$ cat config.mk
export PLATFORM = sky130hd
export DESIGN_NAME = crc8_framed_command_receiver_core_flat
export DESIGN_NICKNAME = d
export VERILOG_FILES = /design/src/rtl/ccr_pkg.sv /design/src/rtl/ccr_if.sv /design/src/rtl/crc8_framed_command_receiver_core.sv /design/src/flat_wrapper.sv
export SDC_FILE = /design/constraint.sdc
export NUM_CORES = 1
export LEC_CHECK = 0
export ABC_AREA = 1
export ABC_CLOCK_PERIOD_IN_PS = 2700
export BUFFER_PORTS_ARGS = -buffer_cell sky130_fd_sc_hd__buf_4
export CAP_MARGIN = 20
export CORE_ASPECT_RATIO = 0.8
export CORE_MARGIN = 2
export CORE_UTILIZATION = 50
export DETAILED_ROUTE_END_ITERATION = 8
export HOLD_SLACK_MARGIN = 0.12
export PLACE_DENSITY = 0.75
export REMOVE_ABC_BUFFERS = 1
export SKIP_LAST_GASP = 1
export SYNTH_ARGS = -nofsm -noshare
export SYNTH_HDL_FRONTEND = slang
export SYNTH_SLANG_ARGS = --single-unit
$ cat constraint.sdc
create_clock -name clk -period 2.7 [get_ports clk]
set_input_delay 0 -clock clk [delete_from_list [all_inputs] [get_ports clk]]
set_output_delay 0 -clock clk [all_outputs]
set_load 0.05 [all_outputs]
$ cat src/rtl/ccr_pkg.sv
// Package for the CRC-8 framed command receiver.
// Beat types, status and kind codes, and the CRC-8 byte update.
// No dependencies.
`default_nettype none

package ccr_pkg;

    localparam int unsigned CAP_DEPTH = 5;
    localparam logic [7:0]  CRC_POLY  = 8'hD8;
    localparam logic [7:0]  CTRL_START_RST = 8'hAA;
    localparam logic [7:0]  PARA_START_RST = 8'h55;

    localparam logic        KIND_CTRL = 1'b0;
    localparam logic        KIND_PARA = 1'b1;

    localparam logic [1:0]  STATUS_OK      = 2'd0;
    localparam logic [1:0]  STATUS_CRC_ERR = 2'd1;
    localparam logic [1:0]  STATUS_REFUSED = 2'd2;

    localparam logic        REG_CTRL_START = 1'b0;
    localparam logic        REG_PARA_START = 1'b1;

    typedef struct packed {
        logic [7:0] rx_byte;
        logic       panic_mode;
    } in_beat_t;

    typedef struct packed {
        logic       frame_kind;
        logic [1:0] frame_status;
        logic [7:0] computed_crc;
        logic [7:0] param_index;
        logic [7:0] data_byte0;
        logic [7:0] data_byte1;
        logic [7:0] data_byte2;
        logic [7:0] data_byte3;
    } out_beat_t;

    // MSB-first CRC-8 over one byte
    function automatic logic [7:0] crc8_update(input logic [7:0] crc, input logic [7:0] b);
        logic [7:0] r;
        r = crc ^ b;
        for (int i = 0; i < 8; i++)
        begin
            if (r[7])
                r = {r[6:0], 1'b0} ^ CRC_POLY;
            else
                r = {r[6:0], 1'b0};
        end
        return r;
    endfunction

endpackage

`default_nettype wire

$ cat src/rtl/ccr_if.sv
// Valid/ready channel interfaces for the receiver's byte input and result output.
// Depends on ccr_pkg.
`default_nettype none

interface ccr_in_if;
    logic               valid;
    logic               ready;
    ccr_pkg::in_beat_t  data;

    modport source (output valid, output data, input ready);
    modport sink   (input valid, input data, output ready);
endinterface

interface ccr_out_if;
    logic               valid;
    logic               ready;
    ccr_pkg::out_beat_t data;

    modport source (output valid, output data, input ready);
    modport sink   (input valid, input data, output ready);
endinterface

`default_nettype wire

$ cat src/rtl/crc8_framed_command_receiver_core.sv
// Top level of the CRC-8 framed command receiver.
// Depends on ccr_pkg and the channel interfaces in ccr_if.sv.
//
// Takes one received byte per beat, one beat per clock while ready is high. Idle until
// a start byte (control or parameter, control wins if equal), then CTRL_LEN or
// PARA_LEN data bytes, then a CRC byte. The CRC-8 (poly 0xD8, MSB first, init 0) is
// updated on the start and data bytes in the same cycle each is taken. The CRC byte
// produces one result beat in the output register; other bytes produce nothing. Input
// ready drops only while a result sits in the output register and the sink holds ready
// low. Start bytes may be rewritten through the cfg port while no frame is open.
`default_nettype none

module crc8_framed_command_receiver_core #(
    parameter int unsigned CTRL_LEN = 4,
    parameter int unsigned PARA_LEN = 5
) (
    input  wire logic       clk,
    input  wire logic       rst_n,
    ccr_in_if.sink          in_ch,
    ccr_out_if.source       out_ch,
    input  wire logic       cfg_we,
    input  wire logic       cfg_index,
    input  wire logic [7:0] cfg_wdata
);
    import ccr_pkg::*;

    localparam logic [5:0] CTRL_LEN_C = 6'(CTRL_LEN);
    localparam logic [5:0] PARA_LEN_C = 6'(PARA_LEN);
    localparam logic [5:0] MAX_LEN_C  = (CTRL_LEN > PARA_LEN) ? CTRL_LEN_C : PARA_LEN_C;
    localparam logic [5:0] CAP_DEPTH_C = 6'(CAP_DEPTH);

    typedef enum logic [1:0] {
        ST_IDLE = 2'd0,
        ST_CTRL = 2'd1,
        ST_PARA = 2'd2
    } state_t;

    state_t     state_reg, state_next;
    logic [5:0] count_reg, count_next;
    logic [7:0] crc_reg, crc_next;
    logic [7:0] ctrl_start_reg;
    logic [7:0] para_start_reg;
    logic       out_valid_reg, out_valid_next;
    out_beat_t  out_data_reg, out_data_next;
    logic [7:0] cap_reg [CAP_DEPTH];

    logic       accept;
    logic       frame_end;
    logic       cap_we;
    logic       is_para;
    logic [5:0] len;
    logic [7:0] crc_upd;
    in_beat_t   beat;

    assign beat         = in_ch.data;
    assign in_ch.ready  = !out_valid_reg || out_ch.ready;
    assign accept       = in_ch.valid && in_ch.ready;
    assign out_ch.valid = out_valid_reg;
    assign out_ch.data  = out_data_reg;

    assign is_para   = (state_reg == ST_PARA);
    assign len       = is_para ? PARA_LEN_C : CTRL_LEN_C;
    assign crc_upd   = crc8_update(crc_reg, beat.rx_byte);
    assign frame_end = accept && (state_reg == ST_CTRL || state_reg == ST_PARA)
                       && (count_reg >= len);
    assign cap_we    = accept && (state_reg == ST_CTRL || state_reg == ST_PARA)
                       && (count_reg < len) && (count_reg < CAP_DEPTH_C);

    always_comb
    begin
        state_next     = state_reg;
        count_next     = count_reg;
        crc_next       = crc_reg;
        out_valid_next = out_valid_reg && !out_ch.ready;
        out_data_next  = out_data_reg;

        if (accept)
        begin
            case (state_reg)
                ST_CTRL, ST_PARA:
                begin
                    if (count_reg < len)
                    begin
                        crc_next   = crc_upd;
                        count_next = count_reg + 6'd1;
                    end
                    else
                    begin
                        out_valid_next             = 1'b1;
                        out_data_next.frame_kind   = is_para ? KIND_PARA : KIND_CTRL;
                        out_data_next.computed_crc = crc_reg;
                        if (beat.rx_byte != crc_reg)
                            out_data_next.frame_status = STATUS_CRC_ERR;
                        else if (is_para && beat.panic_mode)
                            out_data_next.frame_status = STATUS_REFUSED;
                        else
                            out_data_next.frame_status = STATUS_OK;
                        if (is_para)
                        begin
                            out_data_next.param_index = cap_reg[0];
                            out_data_next.data_byte0  = cap_reg[1];
                            out_data_next.data_byte1  = cap_reg[2];
                            out_data_next.data_byte2  = cap_reg[3];
                            out_data_next.data_byte3  = cap_reg[4];
                        end
                        else
                        begin
                            out_data_next.param_index = 8'd0;
                            out_data_next.data_byte0  = cap_reg[0];
                            out_data_next.data_byte1  = cap_reg[1];
                            out_data_next.data_byte2  = cap_reg[2];
                            out_data_next.data_byte3  = cap_reg[3];
                        end
                        state_next = ST_IDLE;
                        count_next = 6'd0;
                        crc_next   = 8'd0;
                    end
                end
                default:
                begin
                    // idle, and the unused code
                    if (beat.rx_byte == ctrl_start_reg)
                    begin
                        state_next = ST_CTRL;
                        crc_next   = crc8_update(8'd0, beat.rx_byte);
                    end
                    else if (beat.rx_byte == para_start_reg)
                    begin
                        state_next = ST_PARA;
                        crc_next   = crc8_update(8'd0, beat.rx_byte);
                    end
                    else
                    begin
                        state_next = ST_IDLE;
                    end
                    count_next = 6'd0;
                end
            endcase
        end
    end

    always_ff @(posedge clk or negedge rst_n)
    begin
        if (!rst_n)
        begin
            state_reg      <= ST_IDLE;
            count_reg      <= 6'd0;
            crc_reg        <= 8'd0;
            out_valid_reg  <= 1'b0;
            out_data_reg   <= '0;
            ctrl_start_reg <= CTRL_START_RST;
            para_start_reg <= PARA_START_RST;
        end
        else
        begin
            state_reg     <= state_next;
            count_reg     <= count_next;
            crc_reg       <= crc_next;
            out_valid_reg <= out_valid_next;
            out_data_reg  <= out_data_next;
            if (cfg_we)
            begin
                case (cfg_index)
                    REG_CTRL_START: ctrl_start_reg <= cfg_wdata;
                    REG_PARA_START: para_start_reg <= cfg_wdata;
                    default: ;
                endcase
            end
        end
    end

    // capture buffer, no reset
    always_ff @(posedge clk)
    begin
        for (int i = 0; i < CAP_DEPTH; i++)
        begin
            if (cap_we && (count_reg == 6'(i)))
                cap_reg[i] <= beat.rx_byte;
        end
    end

    a_idle_clean: assert property (@(posedge clk) disable iff (!rst_n)
        (state_reg == ST_IDLE) |-> (count_reg == 6'd0 && crc_reg == 8'd0))
        else $error("idle with nonzero count or crc");

    a_count_bound: assert property (@(posedge clk) disable iff (!rst_n)
        count_reg <= MAX_LEN_C)
        else $error("byte count past frame length");

    a_end_result: assert property (@(posedge clk) disable iff (!rst_n)
        frame_end |=> (out_valid_reg && state_reg == ST_IDLE))
        else $error("frame end without result");

    a_result_source: assert property (@(posedge clk) disable iff (!rst_n)
        $rose(out_valid_reg) |-> ($past(state_reg) == ST_CTRL || $past(state_reg) == ST_PARA))
        else $error("result without open frame");

    a_refused_para: assert property (@(posedge clk) disable iff (!rst_n)
        (out_valid_reg && out_data_reg.frame_status == STATUS_REFUSED)
        |-> (out_data_reg.frame_kind == KIND_PARA))
        else $error("control frame refused");

endmodule

`default_nettype wire

$ cat src/flat_wrapper.sv
// flat-port wrapper written by rule: the top's interface ports become plain ports
module crc8_framed_command_receiver_core_flat import ccr_pkg::*;
#(
    parameter int unsigned CTRL_LEN = 4,
    parameter int unsigned PARA_LEN = 5
)
  (clk, rst_n, cfg_we, cfg_index, cfg_wdata, in_ch_valid, in_ch_data, in_ch_ready, out_ch_valid, out_ch_data, out_ch_ready);
  ccr_in_if in_ch_i ();
  ccr_out_if out_ch_i ();
  input  wire logic clk;
  input  wire logic rst_n;
  input  wire logic cfg_we;
  input  wire logic cfg_index;
  input  wire logic [7:0] cfg_wdata;
  input wire logic [$bits(in_ch_i.valid)-1:0] in_ch_valid;
  input wire logic [$bits(in_ch_i.data)-1:0] in_ch_data;
  output wire logic [$bits(in_ch_i.ready)-1:0] in_ch_ready;
  output wire logic [$bits(out_ch_i.valid)-1:0] out_ch_valid;
  output wire logic [$bits(out_ch_i.data)-1:0] out_ch_data;
  input wire logic [$bits(out_ch_i.ready)-1:0] out_ch_ready;
  assign in_ch_i.valid = in_ch_valid;
  assign in_ch_i.data = in_ch_data;
  assign in_ch_ready = in_ch_i.ready;
  assign out_ch_valid = out_ch_i.valid;
  assign out_ch_data = out_ch_i.data;
  assign out_ch_i.ready = out_ch_ready;
  crc8_framed_command_receiver_core #(.CTRL_LEN(CTRL_LEN), .PARA_LEN(PARA_LEN)) u_core (.clk(clk), .rst_n(rst_n), .in_ch(in_ch_i), .out_ch(out_ch_i), .cfg_we(cfg_we), .cfg_index(cfg_index), .cfg_wdata(cfg_wdata));
endmodule
==> results.md <==
- Die Ht: 99.27 microns
- Layout Skew: 0.009696 ns
- Slew at the pin with the worst max-slew slack: 0.5933 ns
- Final setup vio count: 0
- Die width: 123.1 microns
- Max reg flops: 48
- Initial antenna violation count: 0
- Status: complete, no violations
- Worst Hold Class: primary input to async pin
- Overflow after GRT: 0
- Htree depth: 4
- Final Hold Fails: 0
- Number of gates resized after CTS: 0
- Crit-path max FO: 5
- Routed len/inst: 14.30 microns
- # DRC: 0
- Syn-to-layout area delta: 25.17%
- Io pins: 76
- Number of flops mapped to enable cells by yosys: 40
- MaxCap Viol Count: 0
- Fin crit share: 82.25%
- Worst r2r path cells: 16
- Worst setup path endpoint: u_core.crc_reg[3]
- NumNets Final: 753
- P_leak: 3.393 nW
- Via/cell ratio: 5.069
- CTS Buf Count: 17
- Initial Util: 51.69%
- Relative slew slack: 60.44%
- Cell area power density: 812.1 nW/um^2
- Crit Path Category: flop to flop
- Post-Syn Area per Cell: 9.005 sq um
- Final Core Density: 64.69%
- Post-DP HPWL: 8302 microns
- Most frequent cells in the layout: nand2_1, buf_4, o21ai_0, dfrtp_1, inv_1
- Pre-antenna DRT Iters: 5
- Most used DFF post-synth: dfrtp_1
- Fmax: 450.3 MHz
- Clk pin slew, worst setup/hold paths: 0.06 ns
- Worst reg2reg path endpoint: u_core.crc_reg[3]
- Core area: 10980 sq um
- Leading cell type in the layout, fill and taps excluded: nand2_1
- All-Layer GR Usage: 22.04%
- Number of synthesized register bits: 118
- Post-route setup TNS: 0 ns
- Post-synth cell types: 43
- RSZ-0062 raised after global routing: no
- First-pass GRT wire length: 20720 microns
- Die area: 12220 sq um
- Mapped Cells: 630
- Setup crit end kind: flop
- CTS tree: yes
- Sink Count: 118
- Vias: 4461
- Antenna diodes: 0
- ANT nets after route: 0
- Gpl congestion: 0.8221
- Async SR Flop Fraction: 66.10%
- Seq/Total Area, Yosys: 55.76%
- Row count: 34
- Worst vdd ir: 528.1 uV
- Vias in the first global route: 4247
- Fillers: 903
- I/O Buffers: 72
- Min Tclk post-route: 2.221 ns
- Max clock buf depth: 2
- Netlist Area Pre-Place: 5673 sq um
- R2R Setup Slk: 0.48 ns
- Largest net degree at the start of global routing: 79
- Data arrival, critical path: 2.54 ns
- Slew Viols, Final: 0
- Worst r2r src: u_core.crc_reg[7]
- Worst setup SP type: flop
- Share of layout cells above drive strength 1: 21.74%
- Required time of the critical path: 3.02 ns
- Critical path origin: u_core.crc_reg[7]
- DRT Wirelength: 12580 microns
- Synth Warn #: 0
- Worst-Skew Late Latency: 0.41 ns
- 1st-iter DRT viols: 336
- Root buf cell: clkbuf_16
power breakdown:
part	total, mW	leakage (nW)	internal [mW]	switching, mW
sequential	2.11	1.35	2.01	0.102
combinational	1.44	1.75	0.474	0.964
clock	2.22	0.294	1.44	0.784
per-stage QoR:
stage	worst slack, ns	cells	hold slack (ns)	cell area [sq um]	power, mW
detailed placement	0.5863	827	0.2303	6290	3.504
global placement	0.6809	827	0.2101	6290	3.446
finish	0.4792	880	0.1017	7101	5.767
CTS	0.5206	879	0.1370	7081	5.779
floorplan	-0.6651	604	-0.2956	5514	3.136
global route	0.2657	880	0.1496	7101	6.042
worst min path at each step:
| stage | slack, ns | end | startpoint |
|---|---|---|---|
| after CTS | 0.14 | u_core.para_start_reg[0] | cfg_we |
| after global placement | 0.21 | u_core.out_ch.data[15] | rst_n |
| after detailed placement | 0.23 | u_core.out_ch.data[12] | rst_n |
| after floorplan | -0.30 | u_core.count_reg[0] | rst_n |
| after global routing | 0.15 | u_core.out_ch.data[23] | rst_n |
| final | 0.10 | u_core.out_ch.data[3] | rst_n |
cell type report:
type / count / area, sq um / area share, %
sequential: 118 / 3163 / 44.55
multi-input combinational: 415 / 2085 / 29.36
timing repair buffer: 100 / 813.3 / 11.45
clock buffer: 21 / 471.7 / 6.643
inverter: 71 / 269.0 / 3.789
tap: 144 / 180.2 / 2.537
clock inverter: 11 / 118.9 / 1.674
layer usage:
layer  global-route usage [%]  part of all wire (%)
met5                        0                     0
met4                    7.255                   1.5
met3                    5.218                   4.7
met1                    28.86                    45
met2                    36.29                    49
critical path, cell delays in order (launching register included):
cell and delay, ns:
dfrtp_1 0.35, inv_1 0.09, nand2_4 0.08, nand2_4 0.07, ha_1 0.40, inv_2 0.08, nand2_1 0.07, nand2_2 0.07
nand2_2 0.09, inv_2 0.04, nor2_2 0.11, nand2_1 0.10, nand3_1 0.15, nand2_2 0.09, nand2_1 0.06, nand3_1 0.07
a21oi_1 0.20
synthesized netlist by cell type (2+ instances only):
cell      number  area, sq um
nand4_1        3        18.77
inv_2         13        48.80
a21oi_1        3        15.01
buf_2          2        10.01
xor2_2         3        48.80
a31oi_1        4        25.02
o22ai_1        2        12.51
nand3_1       18        90.09
nor2_1        23        86.33
ha_1           7        87.58
nor2_4         2        22.52
inv_1         56        210.2
nand2_1      209        784.5
nand2_2        8        50.05
dfstp_2        8        210.2
nor3_1         2        10.01
clkbuf_1      15        56.30
xor2_1        12        105.1
xnor2_1       10        87.58
edfxtp_1      40         1201
buf_4          7        52.55
nor3b_1        3        22.52
o21ai_1        5        25.02
dfrtp_1       70         1752
nor2_2         2        12.51
or2_1          2        12.51
buf_6          3        33.78
o21ai_0       77        385.4
nand2_4        3        33.78
or2_2          5        31.28
kinds of logic after synthesis:
group           synth area share, %
simple gates                  21.48
flops                         55.76
buf+inv                       7.675
compound gates                8.447
xor+xnor                      5.029
fa+ha+maj                     1.544
other cells                 0.06610
repair_timing:
action                    in CTS  in global routing
hold endpoints to repair     134                  0
hold buffers                  20                  0
buffers inserted               0                  0
Note: power is estimated with default switching activity, not from simulation.
